<file path="src/hw/rtl/md5_pkg.sv">
// ----------------------------------------------------------------------------
// md5_pkg
// Shared types, constants and round tables for the MD5 digest block.
// ----------------------------------------------------------------------------
package md5_pkg;

  localparam int BlockBytes = 64;
  localparam int BlockWords = 16;
  localparam int Rounds     = 64;
  localparam int LengthPos  = 56;

  localparam logic [7:0]  PadByte  = 8'h80;
  localparam logic [31:0] InitA    = 32'h67452301;
  localparam logic [31:0] InitB    = 32'hEFCDAB89;
  localparam logic [31:0] InitC    = 32'h98BADCFE;
  localparam logic [31:0] InitD    = 32'h10325476;

  localparam logic KindByte   = 1'b0;
  localparam logic KindFinish = 1'b1;

  typedef enum logic [2:0] {
    ST_IDLE,
    ST_PAD,
    ST_RUN,
    ST_FOLD,
    ST_OUT
  } state_t;

  // Round-unit control from the sequencer.
  typedef struct packed {
    logic       start;
    logic       step;
    logic       fold;
    logic       init;
    logic [5:0] round;
  } round_ctl_t;

  function automatic logic [31:0] round_const(input logic [5:0] i);
    logic [31:0] k;
    unique case (i)
      6'd0:  k = 32'hD76AA478; 6'd1:  k = 32'hE8C7B756;
      6'd2:  k = 32'h242070DB; 6'd3:  k = 32'hC1BDCEEE;
      6'd4:  k = 32'hF57C0FAF; 6'd5:  k = 32'h4787C62A;
      6'd6:  k = 32'hA8304613; 6'd7:  k = 32'hFD469501;
      6'd8:  k = 32'h698098D8; 6'd9:  k = 32'h8B44F7AF;
      6'd10: k = 32'hFFFF5BB1; 6'd11: k = 32'h895CD7BE;
      6'd12: k = 32'h6B901122; 6'd13: k = 32'hFD987193;
      6'd14: k = 32'hA679438E; 6'd15: k = 32'h49B40821;
      6'd16: k = 32'hF61E2562; 6'd17: k = 32'hC040B340;
      6'd18: k = 32'h265E5A51; 6'd19: k = 32'hE9B6C7AA;
      6'd20: k = 32'hD62F105D; 6'd21: k = 32'h02441453;
      6'd22: k = 32'hD8A1E681; 6'd23: k = 32'hE7D3FBC8;
      6'd24: k = 32'h21E1CDE6; 6'd25: k = 32'hC33707D6;
      6'd26: k = 32'hF4D50D87; 6'd27: k = 32'h455A14ED;
      6'd28: k = 32'hA9E3E905; 6'd29: k = 32'hFCEFA3F8;
      6'd30: k = 32'h676F02D9; 6'd31: k = 32'h8D2A4C8A;
      6'd32: k = 32'hFFFA3942; 6'd33: k = 32'h8771F681;
      6'd34: k = 32'h6D9D6122; 6'd35: k = 32'hFDE5380C;
      6'd36: k = 32'hA4BEEA44; 6'd37: k = 32'h4BDECFA9;
      6'd38: k = 32'hF6BB4B60; 6'd39: k = 32'hBEBFBC70;
      6'd40: k = 32'h289B7EC6; 6'd41: k = 32'hEAA127FA;
      6'd42: k = 32'hD4EF3085; 6'd43: k = 32'h04881D05;
      6'd44: k = 32'hD9D4D039; 6'd45: k = 32'hE6DB99E5;
      6'd46: k = 32'h1FA27CF8; 6'd47: k = 32'hC4AC5665;
      6'd48: k = 32'hF4292244; 6'd49: k = 32'h432AFF97;
      6'd50: k = 32'hAB9423A7; 6'd51: k = 32'hFC93A039;
      6'd52: k = 32'h655B59C3; 6'd53: k = 32'h8F0CCC92;
      6'd54: k = 32'hFFEFF47D; 6'd55: k = 32'h85845DD1;
      6'd56: k = 32'h6FA87E4F; 6'd57: k = 32'hFE2CE6E0;
      6'd58: k = 32'hA3014314; 6'd59: k = 32'h4E0811A1;
      6'd60: k = 32'hF7537E82; 6'd61: k = 32'hBD3AF235;
      6'd62: k = 32'h2AD7D2BB; 6'd63: k = 32'hEB86D391;
      default: k = 32'h0;
    endcase
    return k;
  endfunction

  function automatic logic [4:0] rot_amount(input logic [5:0] i);
    logic [4:0] s;
    unique case ({i[5:4], i[1:0]})
      4'd0:  s = 5'd7;  4'd1:  s = 5'd12; 4'd2:  s = 5'd17; 4'd3:  s = 5'd22;
      4'd4:  s = 5'd5;  4'd5:  s = 5'd9;  4'd6:  s = 5'd14; 4'd7:  s = 5'd20;
      4'd8:  s = 5'd4;  4'd9:  s = 5'd11; 4'd10: s = 5'd16; 4'd11: s = 5'd23;
      4'd12: s = 5'd6;  4'd13: s = 5'd10; 4'd14: s = 5'd15; 4'd15: s = 5'd21;
      default: s = 5'd0;
    endcase
    return s;
  endfunction

  // Message word index used by round i.
  function automatic logic [3:0] word_index(input logic [5:0] i);
    logic [3:0] g;
    unique case (i[5:4])
      2'd0: g = i[3:0];
      2'd1: g = 4'(5 * i + 1);
      2'd2: g = 4'(3 * i + 5);
      2'd3: g = 4'(7 * i);
      default: g = 4'd0;
    endcase
    return g;
  endfunction

endpackage

</file>
<file path="src/hw/rtl/md5_if.sv">
// ----------------------------------------------------------------------------
// md5_in_if / md5_out_if
// Valid/ready channels for message bytes and digests.
// ----------------------------------------------------------------------------
interface md5_in_if;
  logic       valid;
  logic       ready;
  logic       kind;
  logic [7:0] data_byte;
  modport source (output valid, kind, data_byte, input ready);
  modport sink (input valid, kind, data_byte, output ready);
endinterface

interface md5_out_if;
  logic        valid;
  logic        ready;
  logic [63:0] digest_low;
  logic [63:0] digest_high;
  modport source (output valid, digest_low, digest_high, input ready);
  modport sink (input valid, digest_low, digest_high, output ready);
endinterface

</file>
<file path="src/hw/rtl/md5_round.sv">
// ----------------------------------------------------------------------------
// md5_compress_core
// Shared MD5 round unit: one round per step, chaining-word fold at the end.
// ----------------------------------------------------------------------------
module md5_compress_core import md5_pkg::*; (
  input  logic        clk,
  input  logic        rst,
  input  round_ctl_t  ctl,
  input  logic [31:0] word,
  output logic [31:0] chain_a,
  output logic [31:0] chain_b,
  output logic [31:0] chain_c,
  output logic [31:0] chain_d
);

  logic [31:0] a, b, c, d;
  logic [31:0] f, sum, rot;
  logic [4:0]  s;

  always_comb begin
    unique case (ctl.round[5:4])
      2'd0: f = (b & c) | (~b & d);
      2'd1: f = (b & d) | (c & ~d);
      2'd2: f = b ^ c ^ d;
      2'd3: f = c ^ (b | ~d);
      default: f = '0;
    endcase
    sum = a + f + word + round_const(ctl.round);
    s   = rot_amount(ctl.round);
    rot = (sum << s) | (sum >> (6'd32 - {1'b0, s}));
  end

  always_ff @(posedge clk) begin
    if (ctl.start) begin
      a <= chain_a; b <= chain_b; c <= chain_c; d <= chain_d;
    end else if (ctl.step) begin
      a <= d; d <= c; c <= b; b <= b + rot;
    end
  end

  always_ff @(posedge clk) begin
    if (rst || ctl.init) begin
      chain_a <= InitA; chain_b <= InitB; chain_c <= InitC; chain_d <= InitD;
    end else if (ctl.fold) begin
      chain_a <= chain_a + a; chain_b <= chain_b + b;
      chain_c <= chain_c + c; chain_d <= chain_d + d;
    end
  end

endmodule

</file>
<file path="src/hw/rtl/md5_buffer.sv">
// ----------------------------------------------------------------------------
// md5_buffer
// 64-byte block buffer; byte writes in, round words read out by index.
// ----------------------------------------------------------------------------
module md5_buffer import md5_pkg::*; (
  input  logic        clk,
  input  logic        wr_en,
  input  logic [5:0]  wr_addr,
  input  logic [7:0]  wr_data,
  input  logic [3:0]  rd_word,
  output logic [31:0] rd_data
);

  // Sixteen little-endian words; a byte write updates one lane of one word.
  logic [31:0] words [BlockWords];

  always_ff @(posedge clk) begin
    if (wr_en) begin
      words[wr_addr[5:2]][{wr_addr[1:0], 3'b000} +: 8] <= wr_data;
    end
  end

  // One word read per round: a 16-way mux.
  assign rd_data = words[rd_word];

endmodule

</file>
<file path="src/hw/rtl/md5_message_digest.sv">
// ----------------------------------------------------------------------------
// md5_message_digest
// MD5 hash over a byte stream, one shared round unit.
// ----------------------------------------------------------------------------
// A message byte is taken while the input is ready; the byte that completes a
// 64-byte block starts a compression (64 rounds on the single round unit and
// one fold; the load of the round unit overlaps the byte transfer), during
// which the input is not ready. A finish item writes the pad byte with its
// transfer, then fills the rest of the block one byte a cycle, runs one or two
// compressions, and offers the digest in an output register; the input is not
// ready until the digest has been taken.
module md5_message_digest import md5_pkg::*; (
  input logic  clk,
  input logic  rst,
  md5_in_if.sink    in_ch,
  md5_out_if.source out_ch
);

  state_t      state, state_next;
  logic [63:0] byte_count, bit_len;
  logic [5:0]  ptr;
  logic [5:0]  round;
  logic        finishing, last_block;
  round_ctl_t  ctl;
  logic        wr_en;
  logic [5:0]  wr_addr;
  logic [7:0]  wr_data;
  logic [31:0] word, chain_a, chain_b, chain_c, chain_d;
  logic        accept;

  assign accept = in_ch.valid && in_ch.ready;
  assign in_ch.ready = (state == ST_IDLE);
  assign bit_len = {byte_count[60:0], 3'b000};

  md5_buffer u_buf (
    .clk, .wr_en, .wr_addr, .wr_data, .rd_word(word_index(round)), .rd_data(word)
  );

  md5_compress_core u_round (
    .clk, .rst, .ctl, .word, .chain_a, .chain_b, .chain_c, .chain_d
  );

  always_comb begin
    state_next = state;
    wr_en   = 1'b0;
    wr_addr = ptr;
    wr_data = in_ch.data_byte;
    ctl     = '0;
    ctl.round = round;
    unique case (state)
      ST_IDLE: begin
        if (accept) begin
          wr_en   = 1'b1;
          wr_addr = byte_count[5:0];
          if (in_ch.kind == KindByte) begin
            if (byte_count[5:0] == 6'h3F) begin
              state_next = ST_RUN;
              ctl.start  = 1'b1;
            end
          end else begin
            wr_data = PadByte;
            if (byte_count[5:0] == 6'h3F) begin
              // Pad byte fills the block: compress it straight away.
              state_next = ST_RUN;
              ctl.start  = 1'b1;
            end else begin
              state_next = ST_PAD;
            end
          end
        end
      end
      ST_PAD: begin
        // Fill zeros, then the length word once it fits in this block.
        wr_en = 1'b1;
        if (last_block && ptr >= 6'(LengthPos)) begin
          wr_data = bit_len[{ptr[2:0], 3'b000} +: 8];
        end else begin
          wr_data = 8'h00;
        end
        if (ptr == 6'h3F) begin
          state_next = ST_RUN;
        end
      end
      ST_RUN: begin
        ctl.step = 1'b1;
        if (round == 6'(Rounds - 1)) begin
          state_next = ST_FOLD;
        end
      end
      ST_FOLD: begin
        ctl.fold = 1'b1;
        if (!finishing) begin
          state_next = ST_IDLE;
        end else if (last_block) begin
          state_next = ST_OUT;
        end else begin
          state_next = ST_PAD;
        end
      end
      ST_OUT: begin
        if (out_ch.ready) begin
          ctl.init   = 1'b1;
          state_next = ST_IDLE;
        end
      end
      default: state_next = ST_IDLE;
    endcase
    // Load the round unit from the chaining words in the cycle before the rounds.
    if (state == ST_PAD && ptr == 6'h3F) begin
      ctl.start = 1'b1;
    end
  end

  always_ff @(posedge clk) begin
    if (rst) begin
      state <= ST_IDLE;
    end else begin
      state <= state_next;
    end
  end

  always_ff @(posedge clk) begin
    if (rst) begin
      byte_count <= '0;
      ptr        <= '0;
      round      <= '0;
      finishing  <= 1'b0;
      last_block <= 1'b0;
    end else begin
      if (accept) begin
        if (in_ch.kind == KindByte) begin
          byte_count <= byte_count + 64'd1;
          finishing  <= 1'b0;
        end else begin
          finishing  <= 1'b1;
          last_block <= (byte_count[5:0] < 6'(LengthPos));
          ptr        <= byte_count[5:0] + 6'd1;
        end
      end
      if (state == ST_PAD) begin
        ptr <= ptr + 6'd1;
      end
      if (state == ST_RUN) begin
        round <= round + 6'd1;
      end
      if (state == ST_FOLD && finishing && !last_block) begin
        last_block <= 1'b1;
        ptr        <= '0;
      end
      if (state == ST_OUT && out_ch.ready) begin
        byte_count <= '0;
        finishing  <= 1'b0;
      end
    end
  end

  assign out_ch.valid       = (state == ST_OUT);
  assign out_ch.digest_low  = {chain_b, chain_a};
  assign out_ch.digest_high = {chain_d, chain_c};

`ifndef NO_ASSERTIONS
  a_ready_idle: assert property (@(posedge clk) disable iff (rst)
    out_ch.valid |-> !in_ch.ready) else $error("input ready while digest pending");
  a_round_wrap: assert property (@(posedge clk) disable iff (rst)
    (state == ST_FOLD) |-> (round == 6'd0)) else $error("round count off at fold");
  a_run_len: assert property (@(posedge clk) disable iff (rst)
    (state == ST_RUN && round == 6'd63) |=> (state == ST_FOLD))
    else $error("rounds did not end in fold");
  a_out_clear: assert property (@(posedge clk) disable iff (rst)
    (out_ch.valid && out_ch.ready) |=> (byte_count == 64'd0))
    else $error("count not cleared after digest");
`endif

endmodule
</file>
<file path="src/flat_wrapper.sv">
// flat-port wrapper written by rule: the top's interface ports become plain ports
module md5_message_digest_flat import md5_pkg::*;
  (clk, rst, in_ch_valid, in_ch_kind, in_ch_data_byte, in_ch_ready, out_ch_valid, out_ch_digest_low, out_ch_digest_high, out_ch_ready);
  md5_in_if in_ch_i ();
  md5_out_if out_ch_i ();
  input logic clk;
  input logic rst;
  input wire logic [$bits(in_ch_i.valid)-1:0] in_ch_valid;
  input wire logic [$bits(in_ch_i.kind)-1:0] in_ch_kind;
  input wire logic [$bits(in_ch_i.data_byte)-1:0] in_ch_data_byte;
  output wire logic [$bits(in_ch_i.ready)-1:0] in_ch_ready;
  output wire logic [$bits(out_ch_i.valid)-1:0] out_ch_valid;
  output wire logic [$bits(out_ch_i.digest_low)-1:0] out_ch_digest_low;
  output wire logic [$bits(out_ch_i.digest_high)-1:0] out_ch_digest_high;
  input wire logic [$bits(out_ch_i.ready)-1:0] out_ch_ready;
  assign in_ch_i.valid = in_ch_valid;
  assign in_ch_i.kind = in_ch_kind;
  assign in_ch_i.data_byte = in_ch_data_byte;
  assign in_ch_ready = in_ch_i.ready;
  assign out_ch_valid = out_ch_i.valid;
  assign out_ch_digest_low = out_ch_i.digest_low;
  assign out_ch_digest_high = out_ch_i.digest_high;
  assign out_ch_i.ready = out_ch_ready;
  md5_message_digest u_core (.clk(clk), .rst(rst), .in_ch(in_ch_i), .out_ch(out_ch_i));
endmodule
</file>
<file path="config.mk">
export PLATFORM = sky130hd
export DESIGN_NAME = md5_message_digest_flat
export DESIGN_NICKNAME = d
export VERILOG_FILES = /design/src/hw/rtl/md5_pkg.sv /design/src/hw/rtl/md5_if.sv /design/src/hw/rtl/md5_round.sv /design/src/hw/rtl/md5_buffer.sv /design/src/hw/rtl/md5_message_digest.sv /design/src/flat_wrapper.sv
export SDC_FILE = /design/constraint.sdc
export NUM_CORES = 2
export LEC_CHECK = 0
export BUFFER_PORTS_ARGS = -buffer_cell sky130_fd_sc_hd__buf_2
export CAP_MARGIN = 20
export CORE_ASPECT_RATIO = 0.7
export CORE_MARGIN = 1.5
export CORE_UTILIZATION = 60
export CTS_CLUSTER_SIZE = 12
export DETAILED_ROUTE_END_ITERATION = 8
export GPL_TIMING_DRIVEN = 0
export PLACE_DENSITY = 0.77
export SLEW_MARGIN = 10
export SYNTH_ARGS = -nofsm -noshare
export SYNTH_HDL_FRONTEND = slang
export SYNTH_HIERARCHICAL = 1
export SYNTH_SLANG_ARGS = --single-unit
</file>
<file path="constraint.sdc">
create_clock -name clk -period 14.08 [get_ports clk]
set_input_delay 0.704 -clock clk [delete_from_list [all_inputs] [get_ports clk]]
set_output_delay 0.704 -clock clk [all_outputs]
set_load 0.01 [all_outputs]
</file>
# Yosys cells after proc, flatten, opt, wreduce, memory -nomap -nowiden
# Memory sizes are Yosys's and may differ from the RTL's. A register that Yosys moved wholly into a read port is not among the register bits.
# Index checks and enable logic that the tools add are counted.
# word_totals
reg_bits,337
mem_bits_rw,512
romBits,2128
in_bits,13
out_inout_bits,130
memories,3
# classes
addsub,16
n_mul,3
order_cmp,2
eq_ne,15
shift,5
mux,49
bitwise_logic,14
n_reduce_logical,21
# mem_list
name,depth,width,rd,rd_ports_with_merged_regs,write_ports,line_no,text
(no name shown),64,32,1,1,0,md5_pkg.sv:40,unique case (i)
u_core.u_buf.words,16,32,1,0,1,md5_buffer.sv:15,logic [31:0] words [BlockWords];
(no name shown),16,5,1,1,0,md5_pkg.sv:80,"unique case ({i[5:4], i[1:0]})"
# ops
op,n
$mux W32,9
$add A32 B32 Y32,8
$and A32 B32 Y32,4
$or A32 B32 Y32,4
$pmux W32 S4,1
$xor A32 B32 Y32,3
$add A64 B1 Y64 const B,1
$not A32 Y32,2
$shiftx A64 B7 Y8,1
$mux W6,7
$shift A8 B7 Y32 const A,1
$shiftx A8 B7 Y32,1
$shl A32 B5 Y32,1
$shr A32 B6 Y32,1
$mux W3,8
$mux W8,3
$add A6 B1 Y6 const B,3
$eq A6 B6 Y1 const B,3
$pmux W4 S4,1
$pmux W8 S2,1
$pmux W3 S5,1
$mux W1,14
$mul A3 B6 Y4 const A,2
$reduce_bool A2 Y1,5
other kinds (27),40

# Logic depth before layout (Yosys ltp)
# depth
word_depth,12
mapped_depth,44
mapped_depth_nobuf,42

# Cells and area by module
# The synthesis kept the hierarchy.
# modules_own_cells
module,instances,cells_each,area_each_um2,seq_area_each_um2
md5_compress_core,1,3721,29458.3,6406.1
md5_buffer,1,921,19762.7,15374.7
md5_message_digest,1,592,4855.9,1561.5

# Worst setup path before layout
# No wires, ideal clock.
# synth_path
path_kind,reg-to-reg
startpoint,register u_core.round[0]
endpoint,register u_core.u_round.b[20] (data pin)
setup_ns,0.263
arrival_ns,9.988
required_ns,13.817
setup_slack_ns,3.830
path_stages_with_launch,44
path_buffers,2
synth_period_minus_slack_ns,10.250
path_cell_list,dfxtp_1 > inv_1 > fa_1 > inv_1 > ha_1 > xnor2_1 > xnor2_1 > mux2_2 > mux2i_1 > a21oi_1 > nor2b_1 > clkbuf_1 > clkbuf_1 > a22oi_1 > nand2_1 > inv_1 > fa_1 > fa_1 > (+8 left out) > xor2_2 > mux4_2 > mux2_2 > mux2i_1 > o221ai_1 > ha_1 > fa_1 > a21o_1 > a21oi_1 > nor2b_1 > o21ai_1 > o21ai_0 > a21o_1 > a21o_1 > a211o_1 > a2111oi_0 > nor3_1 > nand3b_1
# synth_between
elab_chain_cells,11
word_cells_on_any_way,15
classes_between,add/sub (5); mul (3); shift (2); mux (3); bitwise (1); memory (1)
# synth_lines
item,line_no,text
start: declaration,md5_message_digest.sv:22,logic [5:0] round;
start signal: assignment,md5_message_digest.sv:144,round <= round + 6'd1;
$mul A2 B6 Y4 / $mul A3 B6 Y4 (equally long branches),"md5_pkg.sv:96, md5_pkg.sv:95",
$add A4 B3 Y4 / $add A4 B1 Y4 (equally long branches),"md5_pkg.sv:96, md5_pkg.sv:95",
$pmux W4 S4 *,md5_pkg.sv:93,unique case (i[5:4])
$mem_v2 Z16 W32 *,-,
net u_core.word[1],md5_message_digest.sv:28,"logic [31:0] word, chain_a, chain_b, chain_c, chain_d;"
$add A32 B32 Y32 * (2 in a row),md5_round.sv:28,sum = a + f + word + round_const(ctl.round);
$shr A32 B6 Y32 / $shl A32 B5 Y32 (equally long branches),md5_round.sv:30,"rot = (sum << s) | (sum >> (6'd32 - {1'b0, s}));"
$or A32 B32 Y32 *,md5_round.sv:30,
$add A32 B32 Y32 *,md5_round.sv:37,a <= d; d <= c; c <= b; b <= b + rot;
$mux W32 *,md5_round.sv:36,end else if (ctl.step) begin
$mux W32 *,md5_round.sv:34,if (ctl.start) begin
end signal: assignment,md5_round.sv:35,a <= chain_a; b <= chain_b; c <= chain_c; d <= chain_d;
end: declaration,md5_round.sv:16,"logic [31:0] a, b, c, d;"
# The timed path passes the listed nets; every way through them passes the cells marked *. The select of a mux whose other input is x is not followed.
# A chain may end at the register's enable or synchronous reset.

# Worst setup path after layout
# layout_path
startpoint,register u_core.round[1]
endpoint,register u_core.u_round.b[20] (data pin)
# Same word-level chain as after synthesis.

==> impl_metrics.py <==
metrics = {
    "worst_hold_path": {
        "hp-class": "primary input to flip-flop",
        "holdPathStages": 3,
    },
    "finish": {
        "layout-area-overhead-vs-synth_pct": 9.43,
        "utilization_pct": 66.7,
        "final_nets": 5796,
        "fin_cells": 6712,
        "fillCellCount": 6754,
        "stdcell_area_mm2": 0.0592,
        "ff_latch_area_mm2": 0.0233,
        "multi_input_area_mm2": 0.0288,
        "drive_above_1_share_pct": 12.5,
    },
    "power_and_ir_drop": {
        "clockPowerShare_pct": 37.0,
        "power.density_mw_per_mm2": 100,
        "p_leak_nw": 20.9,
        "p_switching_mw": 1.67,
        "total_power_mw": 5.91,
        "combPwrFrac_pct": 17.2,
        "swShare_pct": 28.3,
        "internal_power_mw": 4.24,
        "peakVddDrop_v": 0.0000987,
        "seq_power_share_pct": 45.8,
    },
    "run_status": {
        "outcome": "completed",
    },
    "floorplanning": {
        "die_w_um": 362,
        "die_height_um": 254,
        "dieArea_mm2": 0.0920,
        "io_pins": 143,
        "rows": 91,
        "initial_utilization_pct": 61.0,
        "core_area_mm2": 0.0887,
    },
    "timing": {
        "hold_viol_final": 0,
        "max_freq_ghz": 0.0727,
        "max_slew_margin_pct": 10.9,
        "whs_ns": 0.294,
        "fin_crit_ns": 13.76,
        "clock_skew_ns": 0.0579,
        "rsz0062_at_grt": "false",
        "timing.final.crit_share_pct": 97.8,
        "setup_viol": 0,
        "final_max_slew_viol_count": 0,
        "tightest_slew_ns": 1.32,
        "fin_setup_tns_ns": 0,
        "fin_ws_ns": 0.316,
    },
    "clock_tree": {
        "path_clk_slew_ns": 0.06,
        "clock_sinks": 846,
        "postCtsSetupRepairBufs": 0,
        "cts_inserted_buffers": 85,
        "cts_root_buffer": "clkbuf_16",
        "cts_tree": "built",
        "clockBufferDepth": 3,
        "insertion_delay_ns": 0.72,
        "htree_num_levels": 3,
    },
    "placement": {
        "post-place-ws_ns": 0.00603,
        "gp_congestion": 1.16,
        "io_buffers": 142,
        "place_inst": 6557,
        "place_hpwl_um": 164000,
        "place_area_mm2": 0.0565,
    },
    "drt": {
        "avgRoutedWirePerCell_um": 32.6,
        "drc_errors": 0,
        "detail_route.iter0.violations": 9171,
        "via_per_inst": 7.26,
        "dr.pass1.iters": 7,
        "drt_wl_total_um": 219000,
        "vias": 48700,
        "drt.antenna.violating_nets": 0,
    },
    "critical_path": {
        "crit_arrival_ns": 14.23,
        "cp_top_family": "compound AO/OA/AOI/OAI gates",
        "path_buf_inv": 7,
        "critPathKind": "flip-flop to flip-flop",
        "crit_path_end_kind": "flip-flop",
        "worstSetupPathDepth": 44,
        "critPathMaxFanout": 17,
        "slowest_stage": "dfxtp_2",
        "worst_ep_required_time_ns": 14.55,
        "startpoint_type": "flip-flop",
        "rr_worst_depth": 44,
        "max_stage_delay_ns": 0.74,
    },
    "global_routing": {
        "first_global_vias": 43800,
        "gr-usage-all-layers_pct": 46.4,
        "grt_overflow": 0,
        "grt_pass1_wl_um": 306000,
        "met3_usage_pct": 24.3,
        "use_met1_pct": 67.4,
        "antenna_found_initial": 7,
        "grt_max_degree": 55,
        "use_met2_pct": 58.5,
        "busiest_layer": "met1",
    },
    "logic_synthesis": {
        "syn_area_mm2": 0.0541,
        "synth.ff_latch_count": 846,
        "yosysMostFrequentCell": "edfxtp_1",
        "syn_avg_cell_area_um2": 10.3,
        "postSynth.asyncResetShare_pct": 0,
        "syn_nets": 5540,
        "synth_edf_count": 640,
        "synth.distinct_cells": 110,
        "yosys-top-cells-count": "640 x edfxtp_1, 463 x nand2_1, 456 x nor2_1",
        "yosysTopAreaCell": "edfxtp_1",
        "ys_top_cells_by_area": "edfxtp_1 36%, dfxtp_1 7.6%, mux4_2 6.8%, ha_1 5.2%, a21oi_1 3.6%",
        "netlist_instances": 5234,
        "yosysWarnings": 6,
        "synthFlopType": "edfxtp_1",
        "yosysTopAreaCellShare_pct": 35.5,
        "ys_seq_area_share_pct": 43.2,
    },
    "job": {
        "drv_cap": 0,
    },
}
placed cells by master (no fill, tap or decap), types with 30 or more instances in the layout:
cell type,synthesis,layout
nand3_1,108,108
o21a_1,43,43
nor2_1,456,455
mux2i_1,103,103
nand4_1,48,48
dfxtp_1,206,203
and2_1,91,91
a31oi_1,50,50
buf_2,33,183
nand2_1,463,463
xnor2_1,120,120
and3_1,39,39
edfxtp_1,640,640
a211oi_1,63,63
ha_1,224,224
nor2b_1,64,64
inv_1,202,202
a21oi_1,386,385
nor3_1,98,97
mux4_2,163,163
o211ai_1,36,36
o21ai_0,312,305
o221ai_1,44,44
clkbuf_1,199,220
fa_1,69,69
o31ai_1,30,30
a21o_1,94,94
clkbuf_16,0,86
mux2_2,121,121
xor2_1,63,63
or3_1,87,87
buf_1,46,46
a22oi_1,97,97
nand2b_1,38,38
repair_timing:
action | in CTS | in global routing
pin swaps | 0 | 0
resized for setup | 2 | 16
hold buffers | 0 | 0
setup endpoints to repair | 1 | 16
power by group through the flow:
stage | Sequential (mW) | Clock, mW | Combinational (mW)
detailed placement | 2.76 | 0 | 0.951
global placement | 2.76 | 0 | 0.935
finish | 2.71 | 2.19 | 1.02
floorplan | 2.76 | 0 | 0.666
global route | 2.71 | 2.28 | 1.07
CTS | 2.71 | 2.20 | 0.956
worst reg2reg max path, delay by kind of cell, from the launching register on:
| family | cells | cell delay (ns) |
|---|---|---|
| compound gates | 17 | 5.10 |
| fa+ha+maj | 7 | 3.08 |
| buf+inv | 7 | 1.92 |
| simple gates | 7 | 1.39 |
| flops | 1 | 0.74 |
| mux | 3 | 0.67 |
| xor+xnor | 3 | 0.64 |
kinds of logic after synthesis:
| family | Yosys count | share of synthesized area (%) |
|---|---|---|
| AO/OA/AOI/OAI | 1417 | 17.0 |
| XOR/XNOR | 185 | 3.02 |
| adder cells (fa/ha/maj) | 293 | 7.74 |
| buffers and inverters | 501 | 3.68 |
| flip-flops | 846 | 43.2 |
| multiplexers | 388 | 11.2 |
| AND/OR/NAND/NOR | 1604 | 14.2 |
routing by layer:
metal | part of all wire (%) | vias up | wire, um
met4 | 3.5 | 10 | 7560
met1 | 40 | 23600 | 86500
li1 | - | 20200 | -
met2 | 37 | 4318 | 81200
met5 | 0.27 | - | 584
met3 | 20 | 546 | 42700
worst paths after layout:
| path | endpoint | slack (ns) | start |
|---|---|---|---|
| max | u_core/u_round/b[20] | 0.32 | u_core/round[1] |
| min reg2reg | u_core/byte_count[43] | 0.50 | u_core/byte_count[43] |
| min | u_core/state[2] | 0.29 | out_ch_ready |
| max reg2reg | u_core/u_round/b[20] | 0.32 | u_core/round[1] |
sequential cells by signal, indices dropped and copies added (netlist names):
signal / count
u_core/u_buf/words: 512
u_core/byte_count: 61
u_core/u_round/a: 32
u_core/u_round/b: 32
u_core/u_round/c: 32
u_core/u_round/chain_a: 32
u_core/u_round/chain_b: 32
u_core/u_round/chain_c: 32
u_core/u_round/chain_d: 32
u_core/u_round/d: 32
u_core/ptr: 6
u_core/round: 6
u_core/state: 3
u_core/finishing: 1
u_core/last_block: 1
cell type report:
cell class | instances | area share (%)
multi-input combinational | 3887 | 48.6
sequential | 846 | 39.5
clock buffer | 119 | 3.96
tap | 1162 | 2.46
buffer | 293 | 2.06
timing repair buffer | 169 | 1.70
inverter | 208 | 1.32
clock inverter | 16 | 0.372
antenna | 12 | 0.0507
Power figures use the tool's default switching activity.
